$ cat src/design/sha256_pkg.sv
`default_nettype none

package sha256_pkg;

    typedef logic [31:0]        t_word;
    typedef logic [15:0][31:0]  t_block;
    typedef logic [7:0][31:0]   t_state8;

    localparam int unsigned NUM_IV_REGS = 4;

    localparam logic [63:0] IV_RESET [NUM_IV_REGS] = '{
        64'h6a09e667bb67ae85, 64'h3c6ef372a54ff53a,
        64'h510e527f9b05688c, 64'h1f83d9ab5be0cd19
    };

    localparam t_word PAD_WORD = 32'h8000_0000;

    localparam t_word K_TABLE [64] = '{
        32'h428a2f98, 32'h71374491, 32'hb5c0fbcf, 32'he9b5dba5,
        32'h3956c25b, 32'h59f111f1, 32'h923f82a4, 32'hab1c5ed5,
        32'hd807aa98, 32'h12835b01, 32'h243185be, 32'h550c7dc3,
        32'h72be5d74, 32'h80deb1fe, 32'h9bdc06a7, 32'hc19bf174,
        32'he49b69c1, 32'hefbe4786, 32'h0fc19dc6, 32'h240ca1cc,
        32'h2de92c6f, 32'h4a7484aa, 32'h5cb0a9dc, 32'h76f988da,
        32'h983e5152, 32'ha831c66d, 32'hb00327c8, 32'hbf597fc7,
        32'hc6e00bf3, 32'hd5a79147, 32'h06ca6351, 32'h14292967,
        32'h27b70a85, 32'h2e1b2138, 32'h4d2c6dfc, 32'h53380d13,
        32'h650a7354, 32'h766a0abb, 32'h81c2c92e, 32'h92722c85,
        32'ha2bfe8a1, 32'ha81a664b, 32'hc24b8b70, 32'hc76c51a3,
        32'hd192e819, 32'hd6990624, 32'hf40e3585, 32'h106aa070,
        32'h19a4c116, 32'h1e376c08, 32'h2748774c, 32'h34b0bcb5,
        32'h391c0cb3, 32'h4ed8aa4a, 32'h5b9cca4f, 32'h682e6ff3,
        32'h748f82ee, 32'h78a5636f, 32'h84c87814, 32'h8cc70208,
        32'h90befffa, 32'ha4506ceb, 32'hbef9a3f7, 32'hc67178f2
    };

    function automatic t_word big_sigma0(t_word x);
        return {x[1:0], x[31:2]} ^ {x[12:0], x[31:13]} ^ {x[21:0], x[31:22]};
    endfunction

    function automatic t_word big_sigma1(t_word x);
        return {x[5:0], x[31:6]} ^ {x[10:0], x[31:11]} ^ {x[24:0], x[31:25]};
    endfunction

    function automatic t_word small_sigma0(t_word x);
        return {x[6:0], x[31:7]} ^ {x[17:0], x[31:18]} ^ {3'b000, x[31:3]};
    endfunction

    function automatic t_word small_sigma1(t_word x);
        return {x[16:0], x[31:17]} ^ {x[18:0], x[31:19]} ^ {10'b0, x[31:10]};
    endfunction

endpackage

`default_nettype wire

$ cat src/design/sha256_core.sv
`default_nettype none

module sha256_core
    import sha256_pkg::*;
(
    input  wire logic    i_clk,
    input  wire logic    i_rst_n,
    input  wire logic    i_start,
    input  wire t_block  i_block,
    input  wire t_state8 i_chain,
    output logic         o_done,
    output t_state8      o_work
);

    localparam logic [5:0] LAST_ROUND = 6'd63;

    logic       r_busy;
    logic       r_done;
    logic [5:0] r_round;
    t_block     r_win;
    t_state8    r_work;

    t_word w_new;
    t_word t1;
    t_word t2;
    t_word ch;
    t_word maj;

    always_comb begin
        // window holds W[r..r+15]; W[r+16] computed every round
        w_new = small_sigma1(r_win[14]) + r_win[9] + small_sigma0(r_win[1]) + r_win[0];
        ch    = r_work[6] ^ (r_work[4] & (r_work[5] ^ r_work[6]));
        maj   = (r_work[0] & r_work[1]) | (r_work[2] & (r_work[0] | r_work[1]));
        t1    = r_work[7] + big_sigma1(r_work[4]) + ch + K_TABLE[r_round] + r_win[0];
        t2    = big_sigma0(r_work[0]) + maj;
    end

    always_ff @(posedge i_clk) begin
        if (!i_rst_n) begin
            r_busy  <= 1'b0;
            r_done  <= 1'b0;
            r_round <= '0;
        end else begin
            r_done <= 1'b0;
            if (i_start) begin
                r_busy  <= 1'b1;
                r_round <= '0;
            end else if (r_busy) begin
                r_round <= r_round + 6'd1;
                if (r_round == LAST_ROUND) begin
                    r_busy <= 1'b0;
                    r_done <= 1'b1;
                end
            end
        end
    end

    always_ff @(posedge i_clk) begin
        if (i_start) begin
            r_win  <= i_block;
            r_work <= i_chain;
        end else if (r_busy) begin
            r_win  <= {w_new, r_win[15:1]};
            r_work <= {r_work[6:4], r_work[3] + t1, r_work[2:0], t1 + t2};
        end
    end

    assign o_done = r_done;
    assign o_work = r_work;

    a_start_idle: assert property (@(posedge i_clk) disable iff (!i_rst_n)
        i_start |-> !r_busy)
        else $error("block start while rounds still running");

    a_done_after_last: assert property (@(posedge i_clk) disable iff (!i_rst_n)
        (r_busy && !i_start && r_round == LAST_ROUND) |=> (r_done && !r_busy))
        else $error("no done after final round");

    a_done_pulse: assert property (@(posedge i_clk) disable iff (!i_rst_n)
        r_done |-> !r_busy && $past(r_busy))
        else $error("done without a finished block");

endmodule

`default_nettype wire

$ cat src/design/sha256_hash_engine_top.sv
// SHA-256 engine: 32-bit message words in, eight digest words out.
// Each 16-word block: the load state starts the core, 64 rounds at one per cycle in the
// shared round unit, then the core result is folded into the chain on done.
// Last word: pad and length words in the pad state plus one or two block passes, then 8 digest items.
// Input is not ready while a block is compressed, padded or the digest drains.
// Synchronous active-low reset loads the standard initial values; no clearing pass.
`default_nettype none

module sha256_hash_engine_top
    import sha256_pkg::*;
(
    input  wire logic        i_clk,
    input  wire logic        i_rst_n,
    // input stream
    input  wire logic        i_s_tvalid,
    output logic             o_s_tready,
    input  wire logic [39:0] i_s_tdata,   // [31:0] msg_word, [34:32] valid_bytes, rest zero
    input  wire logic        i_s_tlast,   // last_word
    // digest stream
    output logic             o_m_tvalid,
    input  wire logic        i_m_tready,
    output logic [31:0]      o_m_tdata,   // [31:0] digest_word
    output logic             o_m_tlast,   // digest_last
    // register writes
    input  wire logic        i_cfg_valid,
    output logic             o_cfg_ready,
    input  wire logic [7:0]  i_cfg_index,
    input  wire logic [63:0] i_cfg_data
);

    localparam logic [2:0] ST_IDLE = 3'd0;
    localparam logic [2:0] ST_PAD  = 3'd1;
    localparam logic [2:0] ST_LOAD = 3'd2;
    localparam logic [2:0] ST_COMP = 3'd3;
    localparam logic [2:0] ST_OUT  = 3'd4;

    localparam logic [3:0] POS_LEN_HI = 4'd14;
    localparam logic [3:0] POS_LEN_LO = 4'd15;
    localparam logic [2:0] OUT_LAST   = 3'd7;

    logic [63:0] r_iv [NUM_IV_REGS];
    t_state8     r_chain;
    t_block      r_blk;

    logic [2:0]  r_state,    n_state;
    logic [3:0]  r_pos,      n_pos;
    logic [63:0] r_len,      n_len;
    logic        r_pend80,   n_pend80;
    logic        r_hi_done,  n_hi_done;
    logic        r_final,    n_final;
    logic        r_pad_act,  n_pad_act;
    logic [2:0]  r_out_idx,  n_out_idx;

    logic        s_acc;
    logic        m_acc;
    logic        push_en;
    t_word       push_data;
    logic        core_start;
    logic        core_done;
    t_state8     core_work;
    logic        chain_add;
    logic        chain_load;
    logic [2:0]  nbytes;
    t_word       msg;

    assign s_acc  = i_s_tvalid && o_s_tready;
    assign m_acc  = o_m_tvalid && i_m_tready;
    assign msg    = i_s_tdata[31:0];
    // counts of five to seven behave as four
    assign nbytes = i_s_tdata[34] ? 3'd4 : i_s_tdata[34:32];

    always_comb begin
        n_state    = r_state;
        n_pos      = r_pos;
        n_len      = r_len;
        n_pend80   = r_pend80;
        n_hi_done  = r_hi_done;
        n_final    = r_final;
        n_pad_act  = r_pad_act;
        n_out_idx  = r_out_idx;
        push_en    = 1'b0;
        push_data  = '0;
        core_start = 1'b0;
        chain_add  = 1'b0;
        chain_load = 1'b0;

        unique case (r_state)
            ST_IDLE: begin
                if (s_acc) begin
                    push_en = 1'b1;
                    if (!i_s_tlast) begin
                        push_data = msg;
                        n_len     = r_len + 64'd32;
                    end else begin
                        n_len     = r_len + {58'b0, nbytes, 3'b000};
                        n_pad_act = 1'b1;
                        case (nbytes)
                            3'd0:    push_data = PAD_WORD;
                            3'd1:    push_data = {msg[31:24], 24'h80_0000};
                            3'd2:    push_data = {msg[31:16], 16'h8000};
                            3'd3:    push_data = {msg[31:8], 8'h80};
                            default: begin
                                push_data = msg;
                                n_pend80  = 1'b1;
                            end
                        endcase
                    end
                    if (r_pos == POS_LEN_LO) begin
                        n_state = ST_LOAD;
                    end else if (i_s_tlast) begin
                        n_state = ST_PAD;
                    end
                end
            end
            ST_PAD: begin
                push_en = 1'b1;
                if (r_pend80) begin
                    push_data = PAD_WORD;
                    n_pend80  = 1'b0;
                end else if (r_pos == POS_LEN_HI) begin
                    push_data = r_len[63:32];
                    n_hi_done = 1'b1;
                end else if (r_pos == POS_LEN_LO && r_hi_done) begin
                    push_data = r_len[31:0];
                    n_hi_done = 1'b0;
                    n_final   = 1'b1;
                end
                if (r_pos == POS_LEN_LO) begin
                    n_state = ST_LOAD;
                end
            end
            ST_LOAD: begin
                core_start = 1'b1;
                n_state    = ST_COMP;
            end
            ST_COMP: begin
                if (core_done) begin
                    chain_add = 1'b1;
                    if (r_final) begin
                        n_state = ST_OUT;
                    end else if (r_pad_act) begin
                        n_state = ST_PAD;
                    end else begin
                        n_state = ST_IDLE;
                    end
                end
            end
            ST_OUT: begin
                if (m_acc) begin
                    n_out_idx = r_out_idx + 3'd1;
                    if (r_out_idx == OUT_LAST) begin
                        chain_load = 1'b1;
                        n_len      = '0;
                        n_final    = 1'b0;
                        n_pad_act  = 1'b0;
                        n_state    = ST_IDLE;
                    end
                end
            end
            default: n_state = ST_IDLE;
        endcase

        if (push_en) begin
            n_pos = r_pos + 4'd1;
        end
    end

    always_ff @(posedge i_clk) begin
        if (!i_rst_n) begin
            r_state   <= ST_IDLE;
            r_pos     <= '0;
            r_len     <= '0;
            r_pend80  <= 1'b0;
            r_hi_done <= 1'b0;
            r_final   <= 1'b0;
            r_pad_act <= 1'b0;
            r_out_idx <= '0;
        end else begin
            r_state   <= n_state;
            r_pos     <= n_pos;
            r_len     <= n_len;
            r_pend80  <= n_pend80;
            r_hi_done <= n_hi_done;
            r_final   <= n_final;
            r_pad_act <= n_pad_act;
            r_out_idx <= n_out_idx;
        end
    end

    always_ff @(posedge i_clk) begin
        if (!i_rst_n) begin
            for (int i = 0; i < NUM_IV_REGS; i++) begin
                r_iv[i] <= IV_RESET[i];
            end
        end else if (i_cfg_valid && i_cfg_index[7:2] == 6'd0) begin
            r_iv[i_cfg_index[1:0]] <= i_cfg_data;
        end
    end

    always_ff @(posedge i_clk) begin
        if (!i_rst_n) begin
            for (int i = 0; i < NUM_IV_REGS; i++) begin
                r_chain[2*i]     <= IV_RESET[i][63:32];
                r_chain[2*i + 1] <= IV_RESET[i][31:0];
            end
        end else if (chain_load) begin
            for (int i = 0; i < NUM_IV_REGS; i++) begin
                r_chain[2*i]     <= r_iv[i][63:32];
                r_chain[2*i + 1] <= r_iv[i][31:0];
            end
        end else if (chain_add) begin
            for (int i = 0; i < 8; i++) begin
                r_chain[i] <= r_chain[i] + core_work[i];
            end
        end
    end

    // block gather: new word enters at the top, oldest ends in slot 0
    always_ff @(posedge i_clk) begin
        if (push_en) begin
            r_blk <= {push_data, r_blk[15:1]};
        end
    end

    sha256_core u_core (
        .i_clk   (i_clk),
        .i_rst_n (i_rst_n),
        .i_start (core_start),
        .i_block (r_blk),
        .i_chain (r_chain),
        .o_done  (core_done),
        .o_work  (core_work)
    );

    assign o_s_tready  = (r_state == ST_IDLE);
    assign o_m_tvalid  = (r_state == ST_OUT);
    assign o_m_tdata   = r_chain[r_out_idx];
    assign o_m_tlast   = (r_out_idx == OUT_LAST);
    assign o_cfg_ready = 1'b1;

    a_full_block_loads: assert property (@(posedge i_clk) disable iff (!i_rst_n)
        (push_en && r_pos == POS_LEN_LO) |=> (r_state == ST_LOAD && r_pos == 4'd0))
        else $error("full block did not start compression");

    a_digest_clears: assert property (@(posedge i_clk) disable iff (!i_rst_n)
        (m_acc && o_m_tlast) |=> (r_pos == 4'd0 && r_len == 64'd0 && !r_pad_act))
        else $error("message state not cleared after digest");

endmodule

`default_nettype wire

$ cat config.mk
export PLATFORM = sky130hd
export DESIGN_NAME = sha256_hash_engine_top
export DESIGN_NICKNAME = d
export VERILOG_FILES = /design/src/design/sha256_pkg.sv /design/src/design/sha256_core.sv /design/src/design/sha256_hash_engine_top.sv
export SDC_FILE = /design/constraint.sdc
export NUM_CORES = 2
export LEC_CHECK = 0
export BUFFER_PORTS_ARGS = -buffer_cell sky130_fd_sc_hd__buf_2
export CAP_MARGIN = 10
export CORE_ASPECT_RATIO = 0.7
export CORE_MARGIN = 3
export CORE_UTILIZATION = 30
export DETAILED_ROUTE_END_ITERATION = 16
export PLACE_DENSITY_LB_ADDON = 0.3
export SLEW_MARGIN = 10
export SYNTH_ARGS = -nofsm -noshare
export SYNTH_HDL_FRONTEND = slang
export SYNTH_SLANG_ARGS = --single-unit
$ cat constraint.sdc
create_clock -name i_clk -period 52.8 [get_ports i_clk]
set_clock_uncertainty 0.1 [all_clocks]
set_input_delay 10.56 -clock i_clk [delete_from_list [all_inputs] [get_ports i_clk]]
set_output_delay 10.56 -clock i_clk [all_outputs]
set_load 0.03 [all_outputs]
Word level (Yosys, flattened, before mapping)
Memory sizes are Yosys's and may differ from the RTL's. Index checks and enable logic that the tools add are counted. W data, S select, Z words.

Flip-flop bits (word level): 1622. Memory bits (writable): 256. Bits in read-only memories: 2048. Input bits: 118. Output and inout port bits: 36. Word-level logic and storage cells: 218. Memories kept: 2.

Add/subtract/negate cells: 23. $lt $le $gt $ge: 2. Eq/ne operators: 22. Mux-type cells: 67. Bitwise gates (word level): 19. Reductions and logical operators: 24.

Memory list: (name not given) (depth 64, bits a word 32, read ports 1, clocked after memory_dff 0, wr ports 0, RTL line sha256_core.sv:34) `t1 = r_work[7] + big_sigma1(r_work[4]) + ch + K_TABLE[r_round] + r_win[0];`; r_iv (depth 4, bits a word 64, read ports 4, clocked after memory_dff 0, wr ports 4, RTL line sha256_hash_engine_top.sv:41) `logic [63:0] r_iv [NUM_IV_REGS];`.

Operators by type and width (count): $mux W256 (4); $mux W512 (2); $add A32 B32 Y32 (18); $mux W64 (5); $mux W32 (8); $xor A32 B32 Y32 (8); $pmux W32 S4 (1); $pmux W64 S2 (1); $and A32 B32 Y32 (3); $bmux W32 S3 (1); $add A64 B6 Y64 (1); $add A64 B6 Y64 const B (1); $or A32 B32 Y32 (2); $pmux W32 S2 (1); $reduce_or A64 Y1 (1); $xor A32 B22 Y32 (1); $xor A32 B29 Y32 (1); $mux W1 (29); $mux W3 (9); $pmux W3 S5 (1); $eq A3 B2 Y1 const B (4); $reduce_and A6 Y1 (2); $reduce_bool A2 Y1 (6); $ne A2 B1 Y1 const B (5); other kinds (25) (42).

Depth between registers and ports, before layout
Word-level depth: 9. Gate-level depth with buffers: 43.

Modules after synthesis
Synthesis repeated with hierarchy kept, for this count alone.

Cell total of the unflattened synthesis: 8537. Area total of the unflattened synthesis: 101413.5 um^2.

By module, submodules not included: sha256_hash_engine_top (times used 1, cells each 4632, area each 52912.0 um^2, sequential area each 29688.5 um^2); sha256_core (times used 1, cells each 3905, area each 48501.5 um^2, sequential area each 23222.3 um^2).

Worst setup path after synthesis
No wires, ideal clock.

Kind: input-to-reg. Start point: input i_s_tvalid. End point: register r_pos[3]. Setup time: 0.068 ns. Arrival: 48.208 ns. Required time: 52.632 ns. Setup slack: 4.424 ns. Stages on the path: 5. Path through: nor2_1 nor3_1 nand4_1 xor2_1 nor2_1.

Longest elaborated chain between the ends: 3.

Ends and longest elaborated chain: from (decl) (RTL line sha256_hash_engine_top.sv:15) `input wire logic i_s_tvalid,`; $logic_and A1 B1 Y1 (RTL line sha256_hash_engine_top.sv:66) `assign s_acc = i_s_tvalid && o_s_tready;`; $mux W1 (RTL line sha256_hash_engine_top.sv:89) `if (s_acc) begin`; $pmux W1 S2 (RTL line sha256_hash_engine_top.sv:87) `unique case (r_state)`; named net push_en (RTL line sha256_hash_engine_top.sv:56) `logic push_en;`; to (signal assigned) (RTL line sha256_hash_engine_top.sv:180) `r_pos <= n_pos;`; to (decl) (RTL line sha256_hash_engine_top.sv:46) `logic [3:0] r_pos, n_pos;`.

The timed path passes the listed nets, and every way through them passes these cells. A chain may end at the register's enable or synchronous reset.

Worst setup path after layout
Start point: register r_out_idx[0]. End point: output o_m_tdata[21].

Longest elaborated chain between the ends: 2.

Ends and longest elaborated chain: from (decl) (RTL line sha256_hash_engine_top.sv:52) `logic [2:0] r_out_idx, n_out_idx;`; from (signal assigned) (RTL line sha256_hash_engine_top.sv:186) `r_out_idx <= n_out_idx;`; $bmux W32 S3 (RTL line sha256_hash_engine_top.sv:237) `assign o_m_tdata = r_chain[r_out_idx];`; $mux W32 (implied by the code) (RTL line sha256_hash_engine_top.sv:237); to (decl) (RTL line sha256_hash_engine_top.sv:22) `output logic [31:0] o_m_tdata,`.

No other way between the ends. The select of a mux whose other input is x is not followed.

==> metrics.yaml <==
status:
  status: "finished with violations"
  violations: "max-capacitance violations, max-slew violations"
cells_and_area:
  final_cell_mix: "nand2_1, edfxtp_1, a21oi_1, nor2_1, xnor2_1"
  n_fill_cell: 33461
  area_growth_pct: 12.5
  multi_input_area_mm2: 0.0456
  layout-drive-gt1-share_pct: 8.30
  final_common_cell: "nand2_1"
  nets: 10527
  register_area_mm2: 0.0529
sta:
  grt_setup_unrepaired: "false"
  hold_viol_final: 0
  fin_ws_ns: 37.76
  slew_headroom_pct: -5.96
  period_share_pct: 28.5
  slew_viol_final: 65
  finalCriticalPeriod_ns: 15.04
  worstMarginPinSlew_ns: 1.59
  setup_violations: 0
  max_freq_mhz: 66.5
  setup-tns-final_ns: 0
clocking:
  clk_latency_ns: 0.90
  cts.htree.levels: 4
  cts.repair.resized: 0
  cts-hold-fix-buffers: 0
  cts_tree: "done"
  postCtsSetupRepairBufs: 0
  clk_pin_slew_ns: 0.06
  cts_root_buf: "clkbuf_16"
  cts_buffers: 203
  cts_sinks: 1875
  cts_buffer_depth: 4
flow_run:
  cap_violations: 1
setup_path:
  endpoint_kind: "output pin"
  crit_type: "reg2out"
  crit_path_max_fanout: 24
  start_kind: "flip-flop"
  cp.arrival_ns: 4.38
  required_ns: 42.14
global_route:
  grt-ovfl-total: 0
  grt_antenna_before_repair: 32
  grt_pass1_wl_um: 526000
  grt_pass1_vias: 70020
  grt_usage_pct: 20.9
  grt_start_max_net_pins: 214
detailed_routing:
  post-route-drc-count: 0
  wl_per_cell_um: 25.7
  antenna_left: 0
  wl_um: 372000
  vias: 75860
  vias_per_cell: 5.25
  dr.pass1.iters: 6
  drtIter0Drc: 9504
floorplanning:
  die_area_mm2: 0.345
  coreArea_mm2: 0.334
  io_pins: 154
  initial_core_util_pct: 30.3
  chipHeight_um: 492
  dieWidth_um: 700
  rows: 177
synth:
  ys.flop_type: "edfxtp_1"
  syn_area_mm2: 0.101
  syn_inst: 9821
  ys_types: 95
  synth_top_area_share_pct: 45.5
  synth_seq_cells: 1875
  synthArstFlopShare_pct: 0
  syn-num-nets: 10534
  postSynthAreaPerCell_um2: 10.3
  synth.largest_area_cell: "edfxtp_1"
  synth_edf_count: 1536
  synthTopCellsByArea: "edfxtp_1, nand2_1, dfxtp_1"
  seq_area_frac_synth_pct: 52.3
  ys.warnings.count: 0
placement:
  portBuffers: 147
  place_congestion: 0.984
  hpwlAfterDp_um: 269000
  pre_cts_slack_ns: 37.91
worst_hold_path:
  hp-class: "reg2reg"
metal layers:
metal	GRT usage [%]	up-vias	part of all wire, %	routed length [um]
met5	0	-	0.080	296
met4	3.82	6	1.8	6680
met3	8.60	361	13	48200
met2	26.2	3406	37	137000
met1	32.7	37640	48	179000
li1	-	34447	-	-
area by class of cell:
| cell class | instances | share of cell area, % |
|---|---|---|
| flip-flops and latches | 1875 | 46.5 |
| repair buffers | 297 | 1.73 |
| diodes | 8 | 0.0176 |
| clock inverters | 102 | 1.10 |
| clock buffers | 261 | 4.83 |
| multi-input cells | 7173 | 40.1 |
| well taps | 4475 | 4.92 |
| inverters | 264 | 0.872 |
metrics by stage:
| step | utilization (%) | instance area, um2 | hold slack (ns) | cells |
|---|---|---|---|---|
| finish | 34.1 | 114000 | 0.248 | 14455 |
| global route | 34.1 | 114000 | 0.256 | 14448 |
| CTS | 34.1 | 114000 | 0.228 | 14447 |
| detailed placement | 32.0 | 107000 | 0.331 | 14084 |
| global placement | 32.0 | 107000 | 0.328 | 14084 |
| floorplan | - | 101000 | 0.326 | 9821 |
synth_stat cells (20+ instances only):
cell type and number:
and3_1 55, o21a_1 62, fa_1 196, a22oi_1 27, a21o_1 158, nor3_1 102
o21bai_1 52, clkbuf_1 464, o211ai_1 71, maj3_1 26, a21oi_1 529, or2_2 41
nand2b_1 172, edfxtp_1 1536, or3_1 39, a31oi_1 50, mux2i_1 56, o31ai_1 23
nand2_1 2649, nand3_1 133, a211oi_1 63, o21ai_1 48, dfxtp_1 339, o21ai_0 415
xor2_1 182, a221oi_1 26, mux4_2 70, mux2_2 57, nor2_1 473, xnor2_1 430
o311ai_0 20, buf_1 43, and2_1 138, inv_1 261, nand4_1 31, ha_1 399
a311oi_1 62, nor2b_1 63
critical path, stage by stage (launching register included):
cell     delay [ns]
dfxtp_4        0.76
buf_4          0.69
buf_4          0.69
mux4_2         0.65
mux2_2         0.37
buf_2          0.21
cell families (layout without fill, tap and decap cells):
logic type	after synthesis	in the layout	share of synthesized area [%]
buffers and inverters	773	924	2.87
other	1	9	0.00370
muxes	183	183	2.74
AOI/OAI and AO/OA	1798	1798	11.2
DFF	1875	1875	52.3
and+or+nand+nor	3958	3958	16.5
xor gates and xnor gates	612	612	5.29
adders and majority gates	621	621	9.06
registers in the layout, summed over array words and instances, names as in the netlist:
name,flops
r_len,61
r_hi_done,1
r_blk,512
u_core.r_busy,1
r_chain,256
u_core.o_done,1
r_pad_act,1
r_pend80,1
r_out_idx,3
r_final,1
r_iv,256
r_pos,4
r_state,3
u_core.r_win,512
u_core.r_round,6
u_core.o_work,256
path summary, 6_finish.rpt:
| path | cells after the start | endpoint | slack, ns | startpoint |
|---|---|---|---|---|
| hold reg to reg | 0 | r_blk[330]$_DFFE_PP_ | 0.25 | r_blk[362]$_DFFE_PP_ |
| setup / recovery | 5 | o_m_tdata[21] | 37.76 | r_out_idx[0]$_SDFFE_PN0P_ |
| setup reg to reg | 40 | u_core.o_work[31]$_DFFE_PP_ | 39.24 | u_core.r_round[0]$_SDFFE_PP0P_ |
| hold / removal | 0 | r_blk[330]$_DFFE_PP_ | 0.25 | r_blk[362]$_DFFE_PP_ |
Power is left out: the tool's default activity adds up to more than one toggle a clock period on the data nets, which glitch-free logic cannot reach.
